--- src/hdl/nsr_pkg.sv ---
// Shared types and constants for the Newton square root block.
`default_nettype none

package nsr_pkg;

  localparam int unsigned DATA_W = 32;
  localparam int unsigned TOL_W  = 25;
  localparam int unsigned CNT_W  = 7;

  localparam logic [DATA_W-1:0] GUESS_RESET = 32'h0200_0000;
  localparam logic [TOL_W-1:0]  TOL_RESET   = 25'd1678;

  typedef enum logic {
    CFG_IDX_GUESS = 1'b0,
    CFG_IDX_TOL   = 1'b1
  } nsr_cfg_idx_e;

  typedef enum logic [1:0] {
    ST_IDLE,
    ST_DIV,
    ST_STEP,
    ST_DONE
  } nsr_state_e;

endpackage

`default_nettype wire

--- src/hdl/nsr_divider.sv ---
// Restoring fixed-point divider: floor((num << FRAC_BITS) / den), saturated to 32 bits.
`default_nettype none

module nsr_divider #(
  parameter int unsigned FRAC_BITS = 24
) (
  input  wire logic                        clk_i,
  input  wire logic                        rst_ni,
  input  wire logic                        start_i,
  input  wire logic [nsr_pkg::DATA_W-1:0]  num_i,
  input  wire logic [nsr_pkg::DATA_W-1:0]  den_i,
  output logic                             done_o,
  output logic [nsr_pkg::DATA_W-1:0]       quotient_o
);

  localparam int unsigned DW   = nsr_pkg::DATA_W;
  localparam int unsigned NW   = DW + FRAC_BITS;
  localparam int unsigned XW   = 2 * DW;
  localparam int unsigned CW   = $clog2(DW + 1);

  logic [NW-1:0] num_ext;
  logic          ovf;
  logic [DW:0]   trial;
  logic          ge;
  logic [DW:0]   trial_sub;

  logic          busy_q, busy_d;
  logic          done_q, done_d;
  logic [CW-1:0] cnt_q, cnt_d;
  logic [DW-1:0] rem_q, rem_d;
  logic [DW-1:0] lo_q, lo_d;
  logic [DW-1:0] den_q, den_d;
  logic [DW-1:0] quo_q, quo_d;

  // Quotient overflows 32 bits exactly when num << FRAC_BITS >= den << 32.
  assign num_ext = {num_i, {FRAC_BITS{1'b0}}};
  assign ovf     = {{(XW-NW){1'b0}}, num_ext} >= {den_i, {DW{1'b0}}};

  assign trial     = {rem_q, lo_q[DW-1]};
  assign ge        = trial >= {1'b0, den_q};
  assign trial_sub = trial - {1'b0, den_q};

  always_comb begin
    busy_d = busy_q;
    done_d = 1'b0;
    cnt_d  = cnt_q;
    rem_d  = rem_q;
    lo_d   = lo_q;
    den_d  = den_q;
    quo_d  = quo_q;
    if (start_i) begin
      if (ovf) begin
        quo_d  = {DW{1'b1}};
        done_d = 1'b1;
      end else begin
        // No overflow implies the upper numerator bits are already below den.
        rem_d  = {{(DW-FRAC_BITS){1'b0}}, num_ext[NW-1:DW]};
        lo_d   = num_ext[DW-1:0];
        den_d  = den_i;
        cnt_d  = CW'(DW);
        busy_d = 1'b1;
      end
    end else if (busy_q) begin
      rem_d = ge ? trial_sub[DW-1:0] : trial[DW-1:0];
      lo_d  = {lo_q[DW-2:0], 1'b0};
      quo_d = {quo_q[DW-2:0], ge};
      cnt_d = cnt_q - CW'(1);
      if (cnt_q == CW'(1)) begin
        busy_d = 1'b0;
        done_d = 1'b1;
      end
    end
  end

  always_ff @(posedge clk_i or negedge rst_ni) begin
    if (!rst_ni) begin
      busy_q <= 1'b0;
      done_q <= 1'b0;
      cnt_q  <= '0;
    end else begin
      busy_q <= busy_d;
      done_q <= done_d;
      cnt_q  <= cnt_d;
    end
  end

  always_ff @(posedge clk_i) begin
    rem_q <= rem_d;
    lo_q  <= lo_d;
    den_q <= den_d;
    quo_q <= quo_d;
  end

  assign done_o     = done_q;
  assign quotient_o = quo_q;

endmodule

`default_nettype wire

--- src/hdl/newton_square_root.sv ---
// Newton-Raphson square root of unsigned fixed-point radicands, with iteration counters.
//
// Each input transaction carries one unsigned radicand with FRAC_BITS fraction bits
// (Q8.24 by default). Starting from the initial_guess register, the block repeats
// x' = (x + (s << FRAC_BITS) / x) / 2 until |x' - x| <= tolerance or MAX_ITERATIONS
// steps have run, then returns one result transaction: the root, the step count, a
// converged flag, a saturating running total of steps and the largest per-item step
// count since reset. A zero radicand returns root 0, zero steps and converged set,
// and leaves both counters alone. All arithmetic runs through one shared restoring
// divider that resolves one quotient bit per cycle; a quotient that would exceed 32
// bits (including division by zero) saturates to all ones without the bit-serial run.
// Each Newton step runs the quotient bits, then averages the estimate and tests the
// step size; the next division starts while the step size is tested. Only one item
// is in flight: in_ready_o is high while the sequencer is idle, which includes the
// time a finished result sits in the output register waiting for out_ready_i.
// Configuration writes through cfg_we_i take effect at once and must only be issued
// while no transaction is in flight.
`default_nettype none

module newton_square_root #(
  parameter int unsigned MAX_ITERATIONS = 64,
  parameter int unsigned FRAC_BITS      = 24
) (
  input  wire logic                        clk_i,
  input  wire logic                        rst_ni,
  // Configuration write port
  input  wire logic                        cfg_we_i,
  input  wire logic                        cfg_index_i,
  input  wire logic [nsr_pkg::DATA_W-1:0]  cfg_data_i,
  // Input channel
  input  wire logic                        in_valid_i,
  output logic                             in_ready_o,
  input  wire logic [nsr_pkg::DATA_W-1:0]  radicand_i,
  // Output channel
  output logic                             out_valid_o,
  input  wire logic                        out_ready_i,
  output logic [nsr_pkg::DATA_W-1:0]       root_o,
  output logic [nsr_pkg::CNT_W-1:0]        iterations_used_o,
  output logic                             converged_o,
  output logic [nsr_pkg::DATA_W-1:0]       total_iterations_o,
  output logic [nsr_pkg::CNT_W-1:0]        most_iterations_o
);

  localparam int unsigned DW = nsr_pkg::DATA_W;
  localparam int unsigned TW = nsr_pkg::TOL_W;
  localparam int unsigned CW = nsr_pkg::CNT_W;
  localparam int unsigned IW = $clog2(MAX_ITERATIONS + 1);

  nsr_pkg::nsr_state_e state_q, state_d;

  // Configuration registers
  logic [DW-1:0] guess_q;
  logic [TW-1:0] tol_q;

  // Working registers for the item in flight
  logic [DW-1:0] rad_q, rad_d;
  logic [DW-1:0] x_q, x_d;
  logic [DW-1:0] xn_q, xn_d;
  logic [IW-1:0] steps_q, steps_d;
  logic          conv_q, conv_d;

  // Running counters
  logic [DW-1:0] total_q, total_d;
  logic [CW-1:0] peak_q, peak_d;

  // Output register
  logic          out_valid_q, out_valid_d;
  logic [DW-1:0] root_q, root_d;
  logic [CW-1:0] iter_out_q, iter_out_d;
  logic          conv_out_q, conv_out_d;
  logic [DW-1:0] total_out_q, total_out_d;
  logic [CW-1:0] peak_out_q, peak_out_d;

  // Divider interface
  logic          div_start;
  logic          div_done;
  logic [DW-1:0] div_quo;

  // Datapath helpers
  logic [DW:0]   avg_sum;
  logic [DW-1:0] step_diff;
  logic          tol_met;
  logic          at_cap;
  logic [DW:0]   total_sum;
  logic          in_accept;

  // The divider captures its operands on the start edge, so feed it the values
  // that the radicand and estimate registers take at that same edge.
  nsr_divider #(
    .FRAC_BITS (FRAC_BITS)
  ) u_div (
    .clk_i      (clk_i),
    .rst_ni     (rst_ni),
    .start_i    (div_start),
    .num_i      (rad_d),
    .den_i      (x_d),
    .done_o     (div_done),
    .quotient_o (div_quo)
  );

  assign in_ready_o = (state_q == nsr_pkg::ST_IDLE);
  assign in_accept  = in_valid_i && in_ready_o;

  // Average of estimate and quotient in 33 bits, so it always fits back in 32.
  assign avg_sum   = {1'b0, x_q} + {1'b0, div_quo};
  assign step_diff = (xn_q >= x_q) ? (xn_q - x_q) : (x_q - xn_q);
  assign tol_met   = step_diff <= {{(DW-TW){1'b0}}, tol_q};
  assign at_cap    = (steps_q == IW'(MAX_ITERATIONS));
  assign total_sum = {1'b0, total_q} + {{(DW+1-IW){1'b0}}, steps_q};

  // Configuration writes
  always_ff @(posedge clk_i or negedge rst_ni) begin
    if (!rst_ni) begin
      guess_q <= nsr_pkg::GUESS_RESET;
      tol_q   <= nsr_pkg::TOL_RESET;
    end else if (cfg_we_i) begin
      case (nsr_pkg::nsr_cfg_idx_e'(cfg_index_i))
        nsr_pkg::CFG_IDX_GUESS: guess_q <= cfg_data_i;
        nsr_pkg::CFG_IDX_TOL:   tol_q   <= cfg_data_i[TW-1:0];
        default: ;
      endcase
    end
  end

  // Sequencer: next state, datapath updates and divider control
  always_comb begin
    state_d     = state_q;
    rad_d       = rad_q;
    x_d         = x_q;
    xn_d        = xn_q;
    steps_d     = steps_q;
    conv_d      = conv_q;
    total_d     = total_q;
    peak_d      = peak_q;
    out_valid_d = out_valid_q;
    root_d      = root_q;
    iter_out_d  = iter_out_q;
    conv_out_d  = conv_out_q;
    total_out_d = total_out_q;
    peak_out_d  = peak_out_q;
    div_start   = 1'b0;

    // Drop the result once the consumer takes it.
    if (out_valid_q && out_ready_i) begin
      out_valid_d = 1'b0;
    end

    case (state_q)
      nsr_pkg::ST_IDLE: begin
        if (in_accept) begin
          rad_d   = radicand_i;
          x_d     = guess_q;
          xn_d    = '0;
          steps_d = '0;
          if (radicand_i == '0) begin
            // Exact answer, no steps, counters untouched.
            conv_d  = 1'b1;
            state_d = nsr_pkg::ST_DONE;
          end else begin
            conv_d  = 1'b0;
            state_d = nsr_pkg::ST_DIV;
          end
        end
      end

      nsr_pkg::ST_DIV: begin
        // Kick the divider on entry; hold until it reports a quotient.
        if (div_done) begin
          xn_d    = avg_sum[DW:1];
          steps_d = steps_q + IW'(1);
          state_d = nsr_pkg::ST_STEP;
        end
      end

      nsr_pkg::ST_STEP: begin
        if (tol_met || at_cap) begin
          conv_d  = tol_met;
          // Saturate the running total on carry out.
          total_d = total_sum[DW] ? {DW{1'b1}} : total_sum[DW-1:0];
          if (CW'(steps_q) > peak_q) begin
            peak_d = CW'(steps_q);
          end
          state_d = nsr_pkg::ST_DONE;
        end else begin
          x_d     = xn_q;
          state_d = nsr_pkg::ST_DIV;
        end
      end

      nsr_pkg::ST_DONE: begin
        // Load the output register as soon as it is free.
        if (!out_valid_q || out_ready_i) begin
          out_valid_d = 1'b1;
          root_d      = xn_q;
          iter_out_d  = CW'(steps_q);
          conv_out_d  = conv_q;
          total_out_d = total_q;
          peak_out_d  = peak_q;
          state_d     = nsr_pkg::ST_IDLE;
        end
      end

      default: begin
        state_d = nsr_pkg::ST_IDLE;
      end
    endcase

    // Start a division on every entry into the divide state.
    if ((state_d == nsr_pkg::ST_DIV) && (state_q != nsr_pkg::ST_DIV)) begin
      div_start = 1'b1;
    end
  end

  always_ff @(posedge clk_i or negedge rst_ni) begin
    if (!rst_ni) begin
      state_q     <= nsr_pkg::ST_IDLE;
      total_q     <= '0;
      peak_q      <= '0;
      out_valid_q <= 1'b0;
    end else begin
      state_q     <= state_d;
      total_q     <= total_d;
      peak_q      <= peak_d;
      out_valid_q <= out_valid_d;
    end
  end

  always_ff @(posedge clk_i) begin
    rad_q       <= rad_d;
    x_q         <= x_d;
    xn_q        <= xn_d;
    steps_q     <= steps_d;
    conv_q      <= conv_d;
    root_q      <= root_d;
    iter_out_q  <= iter_out_d;
    conv_out_q  <= conv_out_d;
    total_out_q <= total_out_d;
    peak_out_q  <= peak_out_d;
  end

  assign out_valid_o        = out_valid_q;
  assign root_o             = root_q;
  assign iterations_used_o  = iter_out_q;
  assign converged_o        = conv_out_q;
  assign total_iterations_o = total_out_q;
  assign most_iterations_o  = peak_out_q;

endmodule

`default_nettype wire

--- config.mk ---
export PLATFORM = sky130hd
export DESIGN_NAME = newton_square_root
export DESIGN_NICKNAME = d
export VERILOG_FILES = /design/src/hdl/nsr_pkg.sv /design/src/hdl/nsr_divider.sv /design/src/hdl/newton_square_root.sv
export SDC_FILE = /design/constraint.sdc
export NUM_CORES = 1
export LEC_CHECK = 0
export BUFFER_PORTS_ARGS = -buffer_cell sky130_fd_sc_hd__buf_2
export CORE_MARGIN = 2
export CORE_UTILIZATION = 49
export CTS_BUF_LIST = sky130_fd_sc_hd__clkbuf_8
export CTS_CLUSTER_SIZE = 30
export DETAILED_ROUTE_END_ITERATION = 10
export PLACE_DENSITY = 0.7
export SLEW_MARGIN = 20
export SYNTH_ARGS = -nofsm -noshare
export SYNTH_HDL_FRONTEND = slang
export SYNTH_SLANG_ARGS = --single-unit
--- constraint.sdc ---
create_clock -name clk_i -period 10.3 [get_ports clk_i]
set_clock_uncertainty 0.15 [all_clocks]
set_input_delay 1.03 -clock clk_i [delete_from_list [all_inputs] [get_ports clk_i]]
set_output_delay 1.03 -clock clk_i [all_outputs]
set_load 0.01 [all_outputs]
==> results.yml, run 1 <==
yosys:
  synth_area_leader_cell: "edfxtp_1"
  synthArstFlopShare_pct: 27.2
  synthFlopType: "edfxtp_1"
  syn_area_mm2: 0.0233
  yosys.cell_types.count: 88
  syn_area_per_cell_um2: 10.2
  netlist_top_cells_area: "edfxtp_1 29%, dfrtp_1 11%, ha_1 10%, dfxtp_1 5.5%, a21oi_1 4.5%"
  synth_seq_area_share_pct: 45.8
  synth_top_area_share_pct: 28.7
  synth-warning-count: 0
  synth_edf_count: 223
  netlist_instances: 2283
  ys_ff_latch: 394
  synth.net_count: 2551
critical_path:
  critPathMaxFanout: 40
  cp.arrival_ns: 9.93
  cp_slowest_cell: "a211o_4"
  cp.required_ns: 10.48
  r2r-start: "xn_q[0]"
  r2r_end: "u_div.rem_q[29]"
  end_kind: "flop"
  critPathKind: "flop to flop"
  start_kind: "flop"
  cp_common_cell: "a21oi_1"
  rr_worst_depth: 45
  critPathMaxStageDelay_ns: 0.47
  r2r_slack_ns: 0.55
cells_and_area:
  num_antenna_cells: 0
  final_nets: 2735
  final_common_cell: "inv_1"
  mostFrequentLayoutCells: "228 x inv_1, 223 x edfxtp_1, 207 x a21oi_1, 193 x ha_1, 184 x nor2_1"
  drive_gt1_share_pct: 17.3
  syn2layout_area_growth_pct: 13.4
floorplanning:
  chipHeight_um: 222
  start_util_pct: 49.8
  die_x_um: 222
  io_pins: 151
  core_mm2: 0.0468
  num_rows: 79
  design.die.area_mm2: 0.0493
power_and_ir_drop:
  p_leak_nw: 11.7
  vdd_ir_drop_max_uv: 197
  powerDensity_mw_per_mm2: 376
global_routing:
  track_usage_pct: 26.1
  antenna_found_initial: 1
  grt_pass1_wl_mm: 101
  grt_pass1_vias: 17908
  grt_max_degree: 63
  overflow: 0
cts:
  cts_hold_buf: 0
  numCtsBuffers: 71
  cts_resized: 0
  ctsHtreeMaxLevel: 3
  clk_pin_slew_ns: 0.06
  clock-sinks: 394
  cts_tree: "built"
  cts.path.max_buffers: 3
  post_cts_buffers: 0
  root_buffer: "clkbuf_8"
  clock_latency_ns: 0.66
timing:
  final_hold_viol_count: 0
  period_needed_ns: 9.75
  slew_viol_final: 0
  hold_ws_ns: 0.247
  final-setup-viol-count: 0
  fin_setup_tns_ns: 0
  finalCritPeriodShare_pct: 94.6
  worst_pin_slew_ns: 1.05
  fmax_mhz: 103
  rsz0062_at_grt: "false"
  relSlewSlack_pct: 29.9
placed_design:
  gp_congestion: 0.942
  numPortBuffers: 150
  dp_hpwl_mm: 49.5
worst_hold_path:
  hold_class: "input port to async pin"
routing:
  drcViolationCount: 0
  dr.first_iter.drc_count: 1393
  drt_wl_total_mm: 64.8
  vias: 18113
  ant_nets: 0
  dr.pass1.iters: 6
  wl_per_cell_um: 20.7
  via_per_inst: 5.78
run:
  cap_violations: 0
run_status:
  outcome: "finished, final reports clean"
-- cell type report --
class | count | area [um2]
clock buffer | 81 | 1110
clock inverter | 51 | 393
fill | 4070 | 20300
inverter | 204 | 766
multi-input combinational | 1605 | 11600
sequential | 394 | 10700
tap | 607 | 759
timing repair buffer | 191 | 1090
-- logic make-up (layout without fill, tap and decap cells) --
logic type,after synthesis,after routing,share of synthesized area (%)
fa+ha+maj,198,198,10.8
simple gates,593,593,12.6
mux,140,140,6.50
xor+xnor,88,88,3.34
buf+inv,284,527,4.74
compound gates,586,586,16.2
flops,394,394,45.8
-- synthesized netlist by cell type (all sizes together) (4+ instances only) --
cell type and number:
and3 24, a22oi 5, a221o 6, nor2 188, nand2b 52, o211ai 23, nor2b 29, o21bai 14
ha 193, nor4 13, or4 5, a31oi 14, nand3 55, clkbuf 43, nand4 31, o21ai 106
inv 204, buf 37, and2 12, a21oi 210, fa 5, a31o 5, o31ai 22, edfxtp 223
xor2 37, xnor2 51, or2 9, mux2i 50, mux2 90, or3 16, o311ai 6, a211oi 20
a41oi 4, nor3b 6, dfrtp 100, o21a 34, a2bb2oi 4, nand2 102, dfxtp 64, a21o 71
a2111oi 6, a221oi 7, nor3 42, dfstp 7
-- routing by layer --
metal  wire [um]  global-route usage (%)  part of all wire [%]  up-vias
met5           0                       0                     0        -
met4        1700                    8.00                   2.6        0
met3        2930                    3.88                   4.5      115
met2       32400                    45.2                    50      506
met1       27800                    33.6                    43     8848
li1            -                       -                     -     8644
-- sequential cells by signal, summed over array words and instances (netlist names), 2 cells and up --
name,flops
steps_q,7
iterations_used_o,7
u_div.quotient_o,32
root_o,32
most_iterations_o,7
state_q,2
u_div.lo_q,8
u_div.cnt_q,6
xn_q,32
peak_q,7
guess_q,32
u_div.den_q,32
u_div.rem_q,32
tol_q,25
x_q,32
total_q,32
rad_q,32
total_iterations_o,32
-- worst max path at each step --
stage / from / to
after global routing: xn_q[0] / u_div.rem_q[0]
after floorplan: xn_q[0] / u_div.den_q[0]
after CTS: xn_q[0] / u_div.den_q[19]
final: xn_q[0] / u_div.rem_q[29]
after global placement: xn_q[0] / u_div.den_q[4]
after detailed placement: xn_q[0] / u_div.den_q[4]
-- metrics by stage --
step           power, W  instance area [um2]  cells  worst slack [ns]  util [%]
3_3_place_gp    0.00814                24900   3001             0.221      53.2
4_1_cts         0.00988                26400   3133            0.0933      56.4
6_report        0.00994                26400   3133             0.553      56.5
5_1_grt          0.0107                26400   3133            0.0142      56.5
2_1_floorplan   0.00669                23300   2283             0.457         -
3_5_place_dp    0.00825                24900   3001             0.158      53.2
-- where the power goes --
group / total (W) / internal, W / switching, W / leakage [nW]
logic: 0.00568 / 0.00229 / 0.00339 / 6.84
clock network: 0.00158 / 0.000878 / 0.000699 / 0.864
registers: 0.00269 / 0.00234 / 0.000344 / 4.00
total: 0.00994 / 0.00551 / 0.00443 / 11.7
-- critical path, delay by kind of cell, from the launching register on --
family	cells	cell delay (ns)
xor gates and xnor gates	1	0.15
AOI/OAI and AO/OA	24	4.90
adders and majority gates	4	1.28
and+or+nand+nor	11	1.75
buffers and inverters	4	0.50
DFF	1	0.43
muxes	1	0.18
Power figures use the tool's default switching activity.
==> inputs of run 2 (changes only) <==
--- a/config.mk
+++ b/config.mk
@@ -6,12 +6,14 @@
 export NUM_CORES = 1
 export LEC_CHECK = 0
 export BUFFER_PORTS_ARGS = -buffer_cell sky130_fd_sc_hd__buf_2
+export CELL_PAD_IN_SITES_DETAIL_PLACEMENT = 2
+export CELL_PAD_IN_SITES_GLOBAL_PLACEMENT = 2
 export CORE_MARGIN = 2
-export CORE_UTILIZATION = 49
+export CORE_UTILIZATION = 38
 export CTS_BUF_LIST = sky130_fd_sc_hd__clkbuf_8
 export CTS_CLUSTER_SIZE = 30
 export DETAILED_ROUTE_END_ITERATION = 10
-export PLACE_DENSITY = 0.7
+export PLACE_DENSITY = 0.81
 export SLEW_MARGIN = 20
 export SYNTH_ARGS = -nofsm -noshare
 export SYNTH_HDL_FRONTEND = slang
==> run 2 against run 1 <==
Hold slack worse by 0.040 ns. Sequential power is 1% higher. Fmax is 0.84% lower. Total power up 5.7%. Via count grew 3.6%. Cell count rose by 5.9%. Core utilization fell by 12 points. Critical path depth is 1 lower. Global-route usage fell by 0.060 points.
==> results.yml, run 2 (same netlist as run 1, synthesis figures left out) <==
power_and_ir_drop:
  p_leak_nw: 11.8
  p_total_w: 0.0105
  vdd_ir_drop_max_uv: 163
  powerDensity_mw_per_mm2: 392
routing:
  highest_layer: "met4"
  drcViolationCount: 0
  met1_length_mm: 33.6
  dr.pass1.iters: 5
  wl_per_cell_um: 25.1
  ant_nets: 0
  wl_met2_mm: 43.1
  dr.first_iter.drc_count: 857
  dr_wl_met3_mm: 2.59
  vias: 18764
  drt_wl_total_mm: 83.2
  via_per_inst: 5.66
cells_and_area:
  mostFrequentLayoutCells: "223 x inv_1, 223 x edfxtp_1, 207 x a21oi_1, 192 x ha_1, 184 x nor2_1"
  instances_no_fill: 3318
  syn2layout_area_growth_pct: 15.0
  drive_gt1_share_pct: 17.7
  finish.instance_area_mm2: 0.0268
  fillerInstances: 6338
  seqCellArea_mm2: 0.0107
  final_nets: 2740
  multi_input_area_mm2: 0.0116
timing:
  period_needed_ns: 9.83
  final-setup-viol-count: 0
  hold_ws_ns: 0.207
  finalCritPeriodShare_pct: 95.4
  slew_viol_final: 0
  relSlewSlack_pct: 26.6
  fmax_mhz: 102
  worst_pin_slew_ns: 1.10
  final_hold_viol_count: 0
placed_design:
  numPortBuffers: 150
  dp_cells: 3173
  postPlaceCellArea_mm2: 0.0251
  dp_hpwl_mm: 62.7
  gp_congestion: 0.941
cts:
  ctsHtreeMaxLevel: 3
  cts.path.max_buffers: 3
  cts_tree: "built"
  root_buffer: "clkbuf_8"
  clk_pin_slew_ns: 0.06
  clock_latency_ns: 0.70
  clock-sinks: 394
  cts_hold_buf: 0
  numCtsBuffers: 75
floorplanning:
  die_x_um: 252
  io_pins: 151
  chipHeight_um: 252
  num_rows: 90
  design.die.area_mm2: 0.0633
  core_mm2: 0.0605
  start_util_pct: 38.5
critical_path:
  cp.arrival_ns: 10.07
  end_kind: "flop"
  cp.required_ns: 10.54
  cp_common_cell: "a21oi_1"
  cp_slowest_cell: "or4_4"
  critPathKind: "flop to flop"
  critPathMaxFanout: 16
  critPathMaxStageDelay_ns: 0.58
  start_kind: "flop"
run_status:
  outcome: "finished, final reports clean"
run:
  cap_violations: 0
global_routing:
  overflow: 0
  antenna_found_initial: 2
  track_usage_pct: 26.0
  grt_max_degree: 78
  grt_pass1_wl_mm: 126
  grt_pass1_vias: 20935
worst_hold_path:
  hold_class: "input port to async pin"
## run 2: path summary, 6_finish.rpt
path                          from         endpoint  slack, ns  cells after the start
hold reg to reg             conv_q      converged_o       0.31                      0
max in group asynchronous   rst_ni      guess_q[13]       8.46                      2
hold / removal              rst_ni       total_q[0]       0.21                      1
setup / recovery           x_q[19]  u_div.den_q[16]       0.47                     44
setup reg to reg           x_q[19]  u_div.den_q[16]       0.47                     44
min in group clk_i          conv_q      converged_o       0.31                      0
## run 2: critical path: cells and delay by family, from the launching register on
family | cells | cell delay [ns]
fa+ha+maj | 3 | 0.99
flops | 1 | 0.41
xor+xnor | 1 | 0.16
simple gates | 12 | 2.10
compound gates | 24 | 4.97
buf+inv | 4 | 0.73
## run 2: timing repair
action,CTS,global route
buffers inserted,0,3
resized for setup,0,15
setup endpoints to repair,0,112
## run 2: final cells by class
class,instances,share of cell area [%]
clock inverters,51,1.42
inverters,204,2.86
diodes,1,0.00934
flip-flops and latches,394,39.8
multi-input cells,1605,43.5
well taps,782,3.65
clock buffers,89,4.57
repair buffers,192,4.22
## run 2: per-stage QoR
step / setup WS, ns / setup TNS, ns / utilization [%]
finish: 0.471 / 0 / 44.3
floorplan: 0.457 / 0 / -
CTS: 0.0920 / 0 / 44.1
global route: -0.105 / -5.35 / 44.3
global placement: 0.569 / 0 / 41.5
detailed placement: 0.196 / 0 / 41.5
## run 2: report_power, final
group	internal [W]	leakage (nW)	total [W]	switching (W)
Combinational	0.00234	6.86	0.00609	0.00375
Clock	0.000921	0.900	0.00168	0.000763
Sequential	0.00234	4.00	0.00273	0.000387
Total	0.00560	11.8	0.0105	0.00490
## run 2: per-layer routing
| metal | track usage (%) | vias to the layer above |
|---|---|---|
| met1 | 29.7 | 9533 |
| met5 | 0 | - |
| met4 | 12.0 | 0 |
| li1 | - | 8643 |
| met3 | 3.77 | 197 |
| met2 | 47.8 | 391 |
==> inputs of run 3 (changes only) <==
--- a/config.mk
+++ b/config.mk
@@ -9,12 +9,13 @@
 export CELL_PAD_IN_SITES_DETAIL_PLACEMENT = 2
 export CELL_PAD_IN_SITES_GLOBAL_PLACEMENT = 2
 export CORE_MARGIN = 2
-export CORE_UTILIZATION = 38
+export CORE_UTILIZATION = 45
 export CTS_BUF_LIST = sky130_fd_sc_hd__clkbuf_8
 export CTS_CLUSTER_SIZE = 30
 export DETAILED_ROUTE_END_ITERATION = 10
-export PLACE_DENSITY = 0.81
+export PLACE_DENSITY = 0.89
 export SLEW_MARGIN = 20
 export SYNTH_ARGS = -nofsm -noshare
 export SYNTH_HDL_FRONTEND = slang
+export SYNTH_HIERARCHICAL = 1
 export SYNTH_SLANG_ARGS = --single-unit
==> constraint.sdc (replaced) <==
create_clock -name clk_i -period 12.4 [get_ports clk_i]
set_clock_uncertainty 0.15 [all_clocks]
set_input_delay 1.24 -clock clk_i [delete_from_list [all_inputs] [get_ports clk_i]]
set_output_delay 1.24 -clock clk_i [all_outputs]
set_load 0.01 [all_outputs]
==> run 3 against run 2 <==
Routed wire length rose by 22%. Synthesized area rose by 1.5%. Design area fell by 1.2%. Total power fell by 73%. Core utilization rose by 6.4 points. Non-clock buffer count fell by 19. Via count rose by 12%. Fmax fell by 13%. Synthesized cell count rose by 1.3%. Critical path type unchanged. Largest cell class unchanged.
==> results.yml, run 3 <==
floorplanning:
  core_mm2: 0.0522
  die_x_um: 233
  chipHeight_um: 233
  io_pins: 151
  start_util_pct: 45.3
  design.die.area_mm2: 0.0544
  num_rows: 84
run:
  cap_violations: 0
cells_and_area:
  fillerInstances: 5332
  num_antenna_cells: 0
  finish.instance_area_mm2: 0.0265
  drive_gt1_share_pct: 18.7
  final_common_cell: "edfxtp_1"
  multi_input_area_mm2: 0.0119
  mostFrequentLayoutCells: "223 x edfxtp_1, 221 x inv_1, 211 x a21oi_1, 193 x ha_1, 149 x buf_2"
  seqCellArea_mm2: 0.0107
  syn2layout_area_growth_pct: 11.9
  fin_util_pct: 50.7
  final_nets: 2727
timing:
  rsz0062_at_grt: "false"
  fin_ws_ns: 1.16
  slew_viol_final: 0
  worst_pin_slew_ns: 1.16
  fin_setup_tns_ns: 0
  final-setup-viol-count: 0
  relSlewSlack_pct: 20.6
  fmax_mhz: 88.9
  finalCritPeriodShare_pct: 90.7
  period_needed_ns: 11.24
  final_hold_viol_count: 0
routing:
  dr.pass1.iters: 6
  drt_wl_total_mm: 102
  ant_nets: 0
  vias: 20955
  wl_per_cell_um: 31.7
  dr.first_iter.drc_count: 1984
  drcViolationCount: 0
  via_per_inst: 6.54
yosys:
  yosys.cell_types.count: 77
  synth-warning-count: 6
  synthArstFlopShare_pct: 27.2
  synth_top_area_share_pct: 28.3
  netlist_top_cells_area: "edfxtp_1 28%, dfrtp_1 11%, ha_1 10%, mux2_2 6.1%, dfxtp_1 5.4%"
  syn_area_per_cell_um2: 10.2
  ys_ff_latch: 394
  synthTopCellsByCount: "223 x edfxtp_1, 211 x a21oi_1, 195 x inv_1"
  synthFlopType: "edfxtp_1"
  synth_edf_count: 223
  synth.net_count: 2580
  synth_most_common_cell: "edfxtp_1"
  synth_area_leader_cell: "edfxtp_1"
  netlist_instances: 2312
  syn_area_mm2: 0.0236
  synth_seq_area_share_pct: 45.1
cts:
  clock-sinks: 394
  ctsHtreeMaxLevel: 3
  clock_latency_ns: 0.69
  root_buffer: "clkbuf_8"
  cts_hold_buf: 0
  cts_resized: 0
  cts_tree: "built"
  numCtsBuffers: 72
  cts.path.max_buffers: 3
  post_cts_buffers: 0
  clk_pin_slew_ns: 0.08
power_and_ir_drop:
  powerDensity_mw_per_mm2: 106
  p_leak_nw: 12.0
  p_total_w: 0.00281
  vdd_ir_drop_max_uv: 72.1
placed_design:
  numPortBuffers: 150
  postPlaceCellArea_mm2: 0.0250
  gp_congestion: 0.976
  detailedPlace.worstSlack_ns: 1.29
  dp_hpwl_mm: 64.4
critical_path:
  path_buf_inv: 8
  cp_slowest_cell: "inv_1"
  start_kind: "flop"
  cp.arrival_ns: 11.49
  critPathMaxStageDelay_ns: 0.58
  cp.required_ns: 12.65
  critPathMaxFanout: 32
  end_kind: "flop"
  path_delay_family: "compound AO/OA/AOI/OAI gates"
  cp_common_cell: "o21ai_0"
  critPathKind: "flop to flop"
global_routing:
  grt_pass1_wl_mm: 152
  overflow: 0
  track_usage_pct: 37.3
  antenna_found_initial: 3
  grt_pass1_vias: 22808
  grt_max_degree: 102
worst_hold_path:
  hold_class: "flop to flop"
run_status:
  outcome: "finished, final reports clean"
## run 3: final timing paths
path                            startpoint        endpoint  slack [ns]  cells past startpoint
worst min register to register      conv_q     converged_o        0.31                      0
min in group asynchronous           rst_ni       peak_q[1]        0.42                      1
worst min-delay path                conv_q     converged_o        0.31                      0
worst max register to register     xn_q[0]  u_div/rem_q[4]        1.16                     37
max in group asynchronous           rst_ni      guess_q[3]       10.26                      2
worst max-delay path               xn_q[0]  u_div/rem_q[4]        1.16                     37
## run 3: kinds of logic after synthesis
kind of cell	share of synthesized area (%)
adders and majority gates	10.6
xor gates and xnor gates	3.11
and+or+nand+nor	12.9
AOI/OAI and AO/OA	16.4
muxes	6.82
DFF	45.1
buffers and inverters	5.02
## run 3: cell type report
cell class,instances,share of cell area [%]
repair buffers,173,3.51
well taps,688,3.25
clock inverters,53,1.21
multi-input cells,1623,44.8
clock buffers,80,4.16
inverters,195,2.77
flip-flops and latches,394,40.3
## run 3: per-layer routing
| layer | global-route usage, % | up-vias | share of wire [%] | wire, um |
|---|---|---|---|---|
| met1 | 47.0 | 10781 | 40 | 40400 |
| met2 | 63.5 | 1132 | 49 | 49400 |
| li1 | - | 8730 | - | - |
| met4 | 15.8 | 0 | 4.4 | 4470 |
| met3 | 6.08 | 312 | 7.3 | 7390 |
| met5 | 0 | - | 0 | 0 |
## run 3: power breakdown
group,switching [W],total (W),internal (W)
registers,0.0000211,0.00142,0.00140
clock network,0.000643,0.00130,0.000662
logic,0.0000442,0.0000854,0.0000412
## run 3: per-stage QoR
step / hold slack [ns] / cells
after floorplan: 0.250 / 2312
after global placement: 0.254 / 3072
after detailed placement: 0.276 / 3072
after CTS: 0.313 / 3205
after global routing: 0.322 / 3206
final: 0.305 / 3206
## run 3: worst register-to-register path: cells and delay by family (launching register included)
kind / cells / cell delay, ns
AO/OA/AOI/OAI: 15 / 3.95
buffers and inverters: 8 / 2.37
adder cells (fa/ha/maj): 4 / 1.37
AND/OR/NAND/NOR: 9 / 2.44
XOR/XNOR: 1 / 0.20
flip-flops: 1 / 0.47
